--- src/hw/rtl/lcas_pkg.sv ---
// Shared types and constants for the toroidal Life engine.
// Holds the operation codes, the sequencer states and the change-count control bundle.
// No dependencies.
package lcas_pkg;

   localparam int ROW_FIELD_W = 5;
   localparam int COL_FIELD_W = 5;
   localparam int COUNT_W     = 11;

   localparam logic [COUNT_W-1:0] COUNT_MAX = {COUNT_W{1'b1}};

   // Neighbour counts of Conway's rule.
   localparam logic [3:0] BIRTH_COUNT   = 4'd3;
   localparam logic [3:0] SURVIVE_COUNT = 4'd2;

   typedef enum logic [1:0] {
      OP_WRITE = 2'd0,
      OP_READ  = 2'd1,
      OP_STEP  = 2'd2
   } op_type;

   typedef enum logic [4:0] {
      ST_CLEAR  = 5'b00001,
      ST_IDLE   = 5'b00010,
      ST_ACCESS = 5'b00100,
      ST_SWEEP  = 5'b01000,
      ST_FINISH = 5'b10000
   } state_type;

   typedef struct packed {
      logic start;
      logic valid;
      logic last;
   } count_ctl_type;

endpackage

--- src/hw/rtl/lcas_ram.sv ---
// Generic single-write, single-read synchronous RAM with a registered read port.
// No dependencies.
module lcas_ram #(
   parameter int WIDTH = 32,
   parameter int DEPTH = 32
) (
   input  logic                     clock,
   input  logic                     wr_en,
   input  logic [$clog2(DEPTH)-1:0] wr_addr,
   input  logic [WIDTH-1:0]         wr_data,
   input  logic                     rd_en,
   input  logic [$clog2(DEPTH)-1:0] rd_addr,
   output logic [WIDTH-1:0]         rd_data
);

   logic [WIDTH-1:0] mem_ff [DEPTH];
   logic [WIDTH-1:0] rd_data_ff;

   always_ff @(posedge clock) begin
      if (wr_en) begin
         mem_ff[wr_addr] <= wr_data;
      end
      if (rd_en) begin
         rd_data_ff <= mem_ff[rd_addr];
      end
   end

   assign rd_data = rd_data_ff;

endmodule

--- src/hw/rtl/lcas_rule.sv ---
// Next-generation logic for one row of the grid, with columns wrapping at both edges.
// Depends on lcas_pkg for the neighbour counts of the rule.
module lcas_rule #(
   parameter int COLS = 32
) (
   input  logic [COLS-1:0] row_up,
   input  logic [COLS-1:0] row_mid,
   input  logic [COLS-1:0] row_dn,
   output logic [COLS-1:0] row_next
);
   import lcas_pkg::*;

   for (genvar c = 0; c < COLS; c++) begin : g_col
      localparam int CL = (c == 0) ? COLS - 1 : c - 1;
      localparam int CR = (c == COLS - 1) ? 0 : c + 1;

      logic [3:0] nbrs;

      assign nbrs = 4'(row_up[CL]) + 4'(row_up[c]) + 4'(row_up[CR])
                  + 4'(row_mid[CL]) + 4'(row_mid[CR])
                  + 4'(row_dn[CL]) + 4'(row_dn[c]) + 4'(row_dn[CR]);

      assign row_next[c] = (nbrs == BIRTH_COUNT) || (row_mid[c] && (nbrs == SURVIVE_COUNT));
   end

endmodule

--- src/hw/rtl/lcas_count.sv ---
// Pipelined count of changed cells: registers the change word, counts bytes, then
// accumulates with saturation. Depends on lcas_pkg.
module lcas_count #(
   parameter int WIDTH = 32
) (
   input  logic                           clock,
   input  logic                           reset,
   input  lcas_pkg::count_ctl_type        ctl,
   input  logic [WIDTH-1:0]               diff,
   output logic                           done,
   output logic [lcas_pkg::COUNT_W-1:0]   total
);
   import lcas_pkg::*;

   localparam int NB = (WIDTH + 7) / 8;
   localparam int PW = NB * 8;
   localparam int SW = $clog2(PW + 1);

   logic [PW-1:0]        diff_ff;
   logic                 v1_ff, last1_ff;
   logic [3:0]           bc_in [NB];
   logic [3:0]           bc_ff [NB];
   logic                 v2_ff, last2_ff;
   logic [SW-1:0]        psum;
   logic [COUNT_W:0]     acc;
   logic [COUNT_W-1:0]   total_ff, total_in;
   logic                 done_ff;

   always_comb begin
      for (int b = 0; b < NB; b++) begin
         bc_in[b] = 4'd0;
         for (int k = 0; k < 8; k++) begin
            bc_in[b] = bc_in[b] + 4'(diff_ff[b*8+k]);
         end
      end
   end

   always_comb begin
      psum = '0;
      for (int b = 0; b < NB; b++) begin
         psum = psum + SW'(bc_ff[b]);
      end
      acc = {1'b0, total_ff} + (COUNT_W+1)'(psum);
      if (acc[COUNT_W]) begin
         total_in = COUNT_MAX;
      end else begin
         total_in = acc[COUNT_W-1:0];
      end
   end

   always_ff @(posedge clock) begin
      diff_ff <= PW'(diff);
      bc_ff   <= bc_in;
      if (reset) begin
         v1_ff    <= 1'b0;
         last1_ff <= 1'b0;
         v2_ff    <= 1'b0;
         last2_ff <= 1'b0;
         done_ff  <= 1'b0;
         total_ff <= '0;
      end else begin
         v1_ff    <= ctl.valid;
         last1_ff <= ctl.last;
         v2_ff    <= v1_ff;
         last2_ff <= last1_ff;
         done_ff  <= v2_ff && last2_ff;
         if (ctl.start) begin
            total_ff <= '0;
         end else if (v2_ff) begin
            total_ff <= total_in;
         end
      end
   end

   assign done  = done_ff;
   assign total = total_ff;

`ifndef NO_ASSERTIONS
   a_start_not_mid_run: assert property (@(posedge clock) disable iff (reset)
      ctl.start |-> !v1_ff && !v2_ff)
      else $error("count restarted while a run was still in the pipeline");
   a_done_after_last: assert property (@(posedge clock) disable iff (reset)
      done_ff |-> $past(v2_ff) && $past(last2_ff))
      else $error("count done without a final row");
   a_total_bounded: assert property (@(posedge clock) disable iff (reset)
      v2_ff |=> total_ff >= $past(total_ff) || $past(ctl.start))
      else $error("changed count went backwards during a run");
`endif

endmodule

--- src/hw/rtl/life_cell_automaton_step.sv ---
// Toroidal Game of Life engine: grid memory, request sequencer and row-sweep window.
// Depends on lcas_pkg, lcas_ram, lcas_rule and lcas_count.
//
// The grid lives in one RAM, one word per row. After reset a clearing pass writes
// every row dead, and no transfer is accepted until it is done. A write of one cell
// is a read-modify-write of its row; a read of one cell only reads its row. Either
// passes through the access and finish states before the result is registered. A step
// sweeps the rows through a three-row window fed by the RAM read port at one row per
// cycle, writes each new row back in place and waits for the change-count pipeline.
// Items are handled one at a time; the next transfer is accepted while a result still
// waits in the output register.
module life_cell_automaton_step #(
   parameter int GRID_ROWS = 32,
   parameter int GRID_COLS = 32
) (
   input  logic        clock,
   input  logic        reset,
   input  logic        req_tvalid,
   output logic        req_tready,
   input  logic [15:0] req_tdata,   // row[4:0], col[9:5], cell_value[10], zero fill
   input  logic [1:0]  req_tuser,   // operation[1:0]
   output logic        rsp_tvalid,
   input  logic        rsp_tready,
   output logic [15:0] rsp_tdata    // read_value[0], changed_count[11:1], zero fill
);
   import lcas_pkg::*;

   localparam int ROW_AW = $clog2(GRID_ROWS);
   localparam int COL_AW = $clog2(GRID_COLS);
   localparam int RXW    = (ROW_AW > ROW_FIELD_W) ? ROW_AW : ROW_FIELD_W;
   localparam int CXW    = (COL_AW > COL_FIELD_W) ? COL_AW : COL_FIELD_W;
   localparam int IW     = $clog2(GRID_ROWS + 2);
   localparam int AW     = $clog2(GRID_ROWS + 3);

   localparam logic [ROW_AW-1:0] LAST_ROW = ROW_AW'(GRID_ROWS - 1);
   localparam logic [IW-1:0]     ISS_END  = IW'(GRID_ROWS);
   localparam logic [IW-1:0]     CLR_END  = IW'(GRID_ROWS - 1);
   localparam logic [AW-1:0]     ARR_INJ  = AW'(GRID_ROWS + 1);

   // Request fields.
   logic [ROW_FIELD_W-1:0] req_row;
   logic [COL_FIELD_W-1:0] req_col;
   logic                   req_cell_value;
   op_type                 req_op;
   logic [RXW-1:0]         row_ext;
   logic [CXW-1:0]         col_ext;
   logic                   req_inside;
   logic                   accept;

   assign req_row        = req_tdata[4:0];
   assign req_col        = req_tdata[9:5];
   assign req_cell_value = req_tdata[10];
   assign req_op         = op_type'(req_tuser);
   assign row_ext        = RXW'(req_row);
   assign col_ext        = CXW'(req_col);
   assign req_inside     = (int'(req_row) < GRID_ROWS) && (int'(req_col) < GRID_COLS);

   // Sequencer state.
   state_type            state_ff, state_in;
   logic [IW-1:0]        iss_ff, iss_in;
   logic [IW-1:0]        iss_prev;
   logic [AW-1:0]        arr_ff, arr_in;
   logic [AW-1:0]        arr_less2;
   logic                 rd_pend_ff, rd_pend_in;
   logic                 calc_ff, calc_in;
   logic                 calc_last_ff, calc_last_in;
   logic [ROW_AW-1:0]    calc_row_ff, calc_row_in;

   // Captured request.
   op_type               op_ff;
   logic [ROW_AW-1:0]    row_addr_ff;
   logic [COL_AW-1:0]    col_idx_ff;
   logic                 val_ff;
   logic                 inside_ff;

   // Window of old-generation rows.
   logic [GRID_COLS-1:0] win_up_ff, win_mid_ff, win_dn_ff, row0_ff;
   logic [GRID_COLS-1:0] arrive_word;
   logic                 arrive;
   logic [GRID_COLS-1:0] row_next;

   // Pending and output results.
   logic                 pend_rd_ff, pend_rd_in;
   logic [COUNT_W-1:0]   pend_cnt_ff, pend_cnt_in;
   logic                 rsp_valid_ff, rsp_valid_in;
   logic                 rsp_rd_ff;
   logic [COUNT_W-1:0]   rsp_cnt_ff;
   logic                 out_free;

   // Memory port.
   logic                 mem_wr_en, mem_rd_en;
   logic [ROW_AW-1:0]    mem_wr_addr, mem_rd_addr;
   logic [GRID_COLS-1:0] mem_wr_data, mem_rd_data;
   logic [GRID_COLS-1:0] cell_mask;

   count_ctl_type        cnt_ctl;
   logic                 cnt_done;
   logic [COUNT_W-1:0]   cnt_total;

   assign req_tready = (state_ff == ST_IDLE);
   assign accept     = req_tvalid && req_tready;
   assign out_free   = !rsp_valid_ff || rsp_tready;
   assign iss_prev   = iss_ff - IW'(1);
   assign arr_less2  = arr_ff - AW'(2);
   assign cell_mask  = GRID_COLS'(1) << col_idx_ff;

   // After the RAM reads are done, the saved old row 0 is fed in as the row below
   // the last row.
   assign arrive      = rd_pend_ff
                      || ((state_ff == ST_SWEEP) && (arr_ff == ARR_INJ));
   assign arrive_word = rd_pend_ff ? mem_rd_data : row0_ff;

   always_comb begin
      state_in     = state_ff;
      iss_in       = iss_ff;
      arr_in       = arr_ff;
      rd_pend_in   = 1'b0;
      pend_rd_in   = pend_rd_ff;
      pend_cnt_in  = pend_cnt_ff;
      mem_wr_en    = 1'b0;
      mem_wr_addr  = calc_row_ff;
      mem_wr_data  = row_next;
      mem_rd_en    = 1'b0;
      mem_rd_addr  = row_ext[ROW_AW-1:0];
      rsp_valid_in = rsp_valid_ff && !rsp_tready;

      calc_in      = arrive && (arr_ff >= AW'(2));
      calc_last_in = arr_ff == ARR_INJ;
      calc_row_in  = arr_less2[ROW_AW-1:0];
      if (arrive) begin
         arr_in = arr_ff + AW'(1);
      end

      case (state_ff)
         ST_CLEAR: begin
            mem_wr_en   = 1'b1;
            mem_wr_addr = iss_ff[ROW_AW-1:0];
            mem_wr_data = '0;
            iss_in      = iss_ff + IW'(1);
            if (iss_ff == CLR_END) begin
               iss_in   = '0;
               state_in = ST_IDLE;
            end
         end
         ST_IDLE: begin
            if (accept) begin
               iss_in      = '0;
               arr_in      = '0;
               pend_rd_in  = 1'b0;
               pend_cnt_in = '0;
               case (req_op)
                  OP_WRITE, OP_READ: begin
                     mem_rd_en = 1'b1;
                     state_in  = ST_ACCESS;
                  end
                  OP_STEP: begin
                     state_in = ST_SWEEP;
                  end
                  default: begin
                     state_in = ST_FINISH;
                  end
               endcase
            end
         end
         ST_ACCESS: begin
            if ((op_ff == OP_WRITE) && inside_ff) begin
               mem_wr_en   = 1'b1;
               mem_wr_addr = row_addr_ff;
               mem_wr_data = val_ff ? (mem_rd_data | cell_mask) : (mem_rd_data & ~cell_mask);
            end
            pend_rd_in = (op_ff == OP_READ) && inside_ff && mem_rd_data[col_idx_ff];
            state_in   = ST_FINISH;
         end
         ST_SWEEP: begin
            // Reads run from the last row through row 0 up to the last row again;
            // each row is read before its new value is written back in its place.
            if (iss_ff <= ISS_END) begin
               mem_rd_en   = 1'b1;
               mem_rd_addr = (iss_ff == '0) ? LAST_ROW : iss_prev[ROW_AW-1:0];
               rd_pend_in  = 1'b1;
               iss_in      = iss_ff + IW'(1);
            end
            mem_wr_en = calc_ff;
            if (cnt_done) begin
               pend_cnt_in = cnt_total;
               state_in    = ST_FINISH;
            end
         end
         ST_FINISH: begin
            if (out_free) begin
               rsp_valid_in = 1'b1;
               state_in     = ST_IDLE;
            end
         end
         default: begin
            state_in = ST_IDLE;
         end
      endcase
   end

   always_ff @(posedge clock) begin
      if (accept) begin
         op_ff       <= req_op;
         row_addr_ff <= row_ext[ROW_AW-1:0];
         col_idx_ff  <= col_ext[COL_AW-1:0];
         val_ff      <= req_cell_value;
         inside_ff   <= req_inside;
      end
      if (arrive) begin
         win_up_ff  <= win_mid_ff;
         win_mid_ff <= win_dn_ff;
         win_dn_ff  <= arrive_word;
         if (arr_ff == AW'(1)) begin
            row0_ff <= arrive_word;
         end
      end
      calc_row_ff  <= calc_row_in;
      calc_last_ff <= calc_last_in;
      pend_rd_ff   <= pend_rd_in;
      pend_cnt_ff  <= pend_cnt_in;
      if ((state_ff == ST_FINISH) && out_free) begin
         rsp_rd_ff  <= pend_rd_ff;
         rsp_cnt_ff <= pend_cnt_ff;
      end
      if (reset) begin
         state_ff     <= ST_CLEAR;
         iss_ff       <= '0;
         arr_ff       <= '0;
         rd_pend_ff   <= 1'b0;
         calc_ff      <= 1'b0;
         rsp_valid_ff <= 1'b0;
      end else begin
         state_ff     <= state_in;
         iss_ff       <= iss_in;
         arr_ff       <= arr_in;
         rd_pend_ff   <= rd_pend_in;
         calc_ff      <= calc_in;
         rsp_valid_ff <= rsp_valid_in;
      end
   end

   lcas_ram #(
      .WIDTH (GRID_COLS),
      .DEPTH (GRID_ROWS)
   ) u_grid (
      .clock   (clock),
      .wr_en   (mem_wr_en),
      .wr_addr (mem_wr_addr),
      .wr_data (mem_wr_data),
      .rd_en   (mem_rd_en),
      .rd_addr (mem_rd_addr),
      .rd_data (mem_rd_data)
   );

   lcas_rule #(
      .COLS (GRID_COLS)
   ) u_rule (
      .row_up   (win_up_ff),
      .row_mid  (win_mid_ff),
      .row_dn   (win_dn_ff),
      .row_next (row_next)
   );

   assign cnt_ctl.start = accept && (req_op == OP_STEP);
   assign cnt_ctl.valid = calc_ff;
   assign cnt_ctl.last  = calc_ff && calc_last_ff;

   lcas_count #(
      .WIDTH (GRID_COLS)
   ) u_count (
      .clock (clock),
      .reset (reset),
      .ctl   (cnt_ctl),
      .diff  (win_mid_ff ^ row_next),
      .done  (cnt_done),
      .total (cnt_total)
   );

   assign rsp_tvalid = rsp_valid_ff;
   assign rsp_tdata  = {4'd0, rsp_cnt_ff, rsp_rd_ff};

`ifndef NO_ASSERTIONS
   a_state_onehot: assert property (@(posedge clock) disable iff (reset)
      $onehot(state_ff))
      else $error("sequencer state is not one-hot");
   a_no_row_overlap: assert property (@(posedge clock) disable iff (reset)
      mem_wr_en && mem_rd_en |-> mem_wr_addr != mem_rd_addr)
      else $error("row read and written in the same cycle");
   a_calc_in_sweep: assert property (@(posedge clock) disable iff (reset)
      calc_ff |-> state_ff == ST_SWEEP)
      else $error("row update outside a step");
   a_arrivals_bounded: assert property (@(posedge clock) disable iff (reset)
      arr_ff <= AW'(GRID_ROWS + 2))
      else $error("window received too many rows");
   a_done_only_in_sweep: assert property (@(posedge clock) disable iff (reset)
      cnt_done |-> state_ff == ST_SWEEP)
      else $error("change count finished outside a step");
`endif

endmodule
--- config.mk ---
export PLATFORM = sky130hd
export DESIGN_NAME = life_cell_automaton_step
export DESIGN_NICKNAME = d
export VERILOG_FILES = /design/src/hw/rtl/lcas_pkg.sv /design/src/hw/rtl/lcas_ram.sv /design/src/hw/rtl/lcas_rule.sv /design/src/hw/rtl/lcas_count.sv /design/src/hw/rtl/life_cell_automaton_step.sv
export SDC_FILE = /design/constraint.sdc
export NUM_CORES = 2
export LEC_CHECK = 0
export BUFFER_PORTS_ARGS = -buffer_cell sky130_fd_sc_hd__clkbuf_2
export CORE_UTILIZATION = 50
export CTS_CLUSTER_DIAMETER = 50
export DETAILED_ROUTE_END_ITERATION = 12
export PLACE_DENSITY = 0.8
export SLEW_MARGIN = 10
export SYNTH_ARGS = -nofsm -noshare
export SYNTH_HDL_FRONTEND = slang
export SYNTH_SLANG_ARGS = --single-unit
--- constraint.sdc ---
create_clock -name clock -period 4.6 [get_ports clock]
set_clock_uncertainty 0.2 [all_clocks]
set_input_delay 0.92 -clock clock [delete_from_list [all_inputs] [get_ports clock]]
set_output_delay 0.92 -clock clock [all_outputs]
set_load 0.005 [all_outputs]
==> flow_summary.yaml <==
sta:
  fmax_mhz: 225.6
  rsz0062_at_grt: "false"
  final-max-slew-violation-count: 0
  hold_ws_ns: 0.1493
  tightest_slew_ns: 1.203
  setup_viol: 0
  final_min_period_over_clock_period_pct: 96.37
  setup_tns_ns: 0
  fin_crit_ns: 4.433
  hold_viol: 0
  relSlewSlack_pct: 19.79
die:
  initial_utilization_pct: 50.36
  rows: 127
  boundaryPins: 40
  die_x_um: 349.4
  die_h_um: 349.4
  dieArea_um2: 122100
  fp.coreArea_um2: 119800
detailed_routing:
  wirelength_mm: 155.2
  post-route-drc-count: 0
  wl_per_cell_um: 24.73
  drt-met1-wl_mm: 57.56
  vias: 39460
  ant_nets: 0
  via_per_inst: 6.287
  highest_layer: "met5"
  wl_met3_mm: 15.76
  wl_met2_mm: 73.10
  drtIter0Drc: 5582
  drtPass1Iterations: 8
critical_path:
  cp_common_cell: "fa_1"
  worstSetupEndpointType: "flip-flop"
  cp_slowest_stage_delay_ns: 0.52
  crit_slowest_cell: "fa_1"
  r2r-start: "win_up_ff[28]"
  path_cells: "ha_1, inv_1, fa_1, fa_1, inv_1, fa_1, inv_1, fa_1, a2111oi_2, a21oi_1, nor2_1, o211ai_1, o21ai_2, buf_4"
  critical_path_class: "reg2reg"
  r2r_end: "u_grid.mem_ff[25][29]"
  reg2reg_depth: 14
  crit_required_ns: 4.93
  cp.arrival_ns: 4.76
  cp_max_fo: 32
  worstSetupStartpointType: "flip-flop"
  r2r_slack_ns: 0.17
final_layout:
  final-seq-area_um2: 38470
  drive_gt1_share_pct: 10.92
  fill_cells: 8836
  layout_commonest_cell: "edfxtp_1"
  layout.nets: 4863
  multiInputGateArea_um2: 18680
  mostFrequentLayoutCells: "1221 x edfxtp_1, 629 x inv_1, 386 x a211oi_1, 310 x nand2_1, 175 x a21oi_1"
  syn2layout_area_growth_pct: 12.63
placed_design:
  port-buffer-count: 30
  gp_congestion: 0.8520
  hpwl_mm: 87.23
power_and_ir_drop:
  p_leak_nw: 24.72
  p_clk_share_pct: 35.7
  seqPwrFrac_pct: 49.4
  combPwrFrac_pct: 14.8
  power_density_nw_per_um2: 439.9
  swShare_pct: 27.43
  ir_worst_vdd_uv: 375.1
  p_switching_mw: 8.201
  p_int_mw: 21.69
logic_synthesis:
  yosysSeqAreaShare_pct: 63.75
  synth_warnings: 0
  synth_area_um2: 60340
  ys_ff_latch: 1311
  synth_cells: 4552
  synth_cell_type_count: 70
  synth_ff_type: "edfxtp_1"
  synthArstFlopShare_pct: 0
  synth_edf_count: 1221
  avgSynthCellArea_um2: 13.26
clock_network:
  cts_tree: "built"
  cts_inserted_buffers: 134
  path_clk_slew_ns: 0.06
  htreeDepth: 4
  clk_latency_ns: 0.76
  clock-sinks: 1311
  cts.root.buffer_cell: "clkbuf_16"
  hold_buffers: 0
  cts_buffer_depth: 3
min_path:
  hold_path_class: "in2reg"
  hold_end: "col_idx_ff[0]"
  whs_path_depth: 1
  hold_start: "req_tdata[5]"
grt:
  globalRoute.totalOverflow: 0
  grt_pass1_wl_mm: 233.1
  grt_max_degree: 171
  antenna_found_initial: 1
  grt_usage_pct: 25.18
  grt_pass1_vias: 39040
run_status:
  outcome: "completed"
flow_run:
  maxCapViolations: 0
-- power groups by stage --
stage / registers (mW) / clock network [mW] / logic [mW]
6_report: 14.8 / 10.7 / 4.44
5_1_grt: 14.8 / 11.2 / 4.68
4_1_cts: 14.8 / 10.7 / 4.37
3_5_place_dp: 15.0 / 0 / 4.33
3_3_place_gp: 15.0 / 0 / 4.20
2_1_floorplan: 15.0 / 0 / 2.32
-- Yosys cell counts, types with 6 or more instances --
master | n | area, µm²
edfxtp_1 | 1221 | 36670
inv_1 | 629 | 2361
a211oi_1 | 386 | 2898
nand2_1 | 310 | 1164
clkbuf_1 | 186 | 698.2
a21oi_1 | 176 | 880.8
o211ai_1 | 162 | 1216
fa_1 | 151 | 3023
ha_1 | 130 | 1627
mux2i_1 | 130 | 1301
nand3_1 | 119 | 595.6
nor2_1 | 106 | 397.9
a22oi_1 | 97 | 728.2
buf_2 | 93 | 465.5
dfxtp_1 | 90 | 1802
o21ai_0 | 69 | 345.3
o221ai_1 | 64 | 560.5
a31oi_1 | 38 | 237.7
nand4_1 | 35 | 219.0
a211o_1 | 32 | 280.3
a32oi_1 | 32 | 280.3
mux2_2 | 32 | 360.4
o2111ai_1 | 32 | 280.3
a2111oi_0 | 21 | 183.9
and3_1 | 18 | 112.6
xnor2_1 | 18 | 157.7
nand2b_1 | 17 | 106.4
nor2b_1 | 16 | 100.1
buf_4 | 15 | 112.6
nor3_1 | 13 | 65.06
a21o_1 | 12 | 90.09
mux4_2 | 10 | 225.2
buf_1 | 9 | 33.78
xor2_1 | 8 | 70.07
nand3b_1 | 7 | 52.55
o221a_2 | 7 | 78.83
and2_1 | 6 | 37.54
nor3b_1 | 6 | 45.04
-- routing by layer --
layer	vias to the layer above	track usage, %
li1	17010	-
met2	2582	40.14
met3	484	4.646
met1	19380	32.62
met5	-	0
met4	2	14.04
-- per-stage QoR --
stage                     setup WS, ns  area, µm²  utilization, %  total power [mW]  instances
final                           0.1670      67960           56.72             29.89       6276
after global routing          0.004333      67960           56.72             30.70       6275
after CTS                       0.1064      67950           56.71             29.87       6275
after detailed placement        0.3620      63660           53.13             19.33       6036
after global placement          0.4299      63660           53.13             19.16       6036
after floorplan                 0.3061      60360               -             17.30       4555
-- area by class of cell --
cell class / instances / area share [%]
Antenna cell: 1 / 0.003682
Clock buffer: 166 / 5.234
Clock inverter: 73 / 1.077
Inverter: 631 / 3.485
Multi-Input combinational cell: 2307 / 27.49
Sequential cell: 1311 / 56.60
Tap cell: 1612 / 2.968
Timing Repair Buffer: 175 / 3.139
-- critical path: cells and delay by family (launching register included) --
family,cells,cell delay [ns]
AOI/OAI and AO/OA,4,0.77
adders and majority gates,5,1.99
buffers and inverters,4,0.57
DFF,1,0.47
and+or+nand+nor,1,0.18
-- flip-flops by register name, indices dropped and copies added (netlist names), 11 cells and up --
signal           flops
u_grid.mem_ff     1024
row0_ff             32
u_count.diff_ff     32
u_grid.rd_data      32
win_dn_ff           32
win_mid_ff          32
win_up_ff           32
u_count.bc_ff       16
pend_cnt_ff         11
rsp_cnt_ff          11
u_count.total       11
-- worst max-delay path by stage --
| stage | startpoint | to | slack, ns | cells past startpoint |
|---|---|---|---|---|
| after floorplan | win_up_ff[28] | u_grid.mem_ff[0][29] | 0.31 | 13 |
| after global placement | win_up_ff[28] | u_grid.mem_ff[25][29] | 0.43 | 14 |
| after detailed placement | win_up_ff[20] | u_grid.mem_ff[16][21] | 0.36 | 14 |
| after CTS | win_up_ff[28] | u_grid.mem_ff[24][29] | 0.11 | 14 |
| after global routing | win_up_ff[9] | u_grid.mem_ff[16][9] | 0.004 | 14 |
| final | win_up_ff[28] | u_grid.mem_ff[25][29] | 0.17 | 14 |
-- cells by family after synthesis --
group	Yosys count	share of synthesized area, %
AND/OR/NAND/NOR	669	5.041
AO/OA/AOI/OAI	1155	13.84
multiplexers	172	3.127
other	1	0.006215
adder cells (fa/ha/maj)	281	7.706
XOR/XNOR	26	0.3774
flip-flops	1311	63.75
buffers and inverters	937	6.153
-- what timing repair did --
item | in CTS | in global routing
endpoints found under the setup margin | 0 | 96
buffers inserted | 0 | 0
resized for setup | 0 | 4
Note: power is estimated with default switching activity, not from simulation.
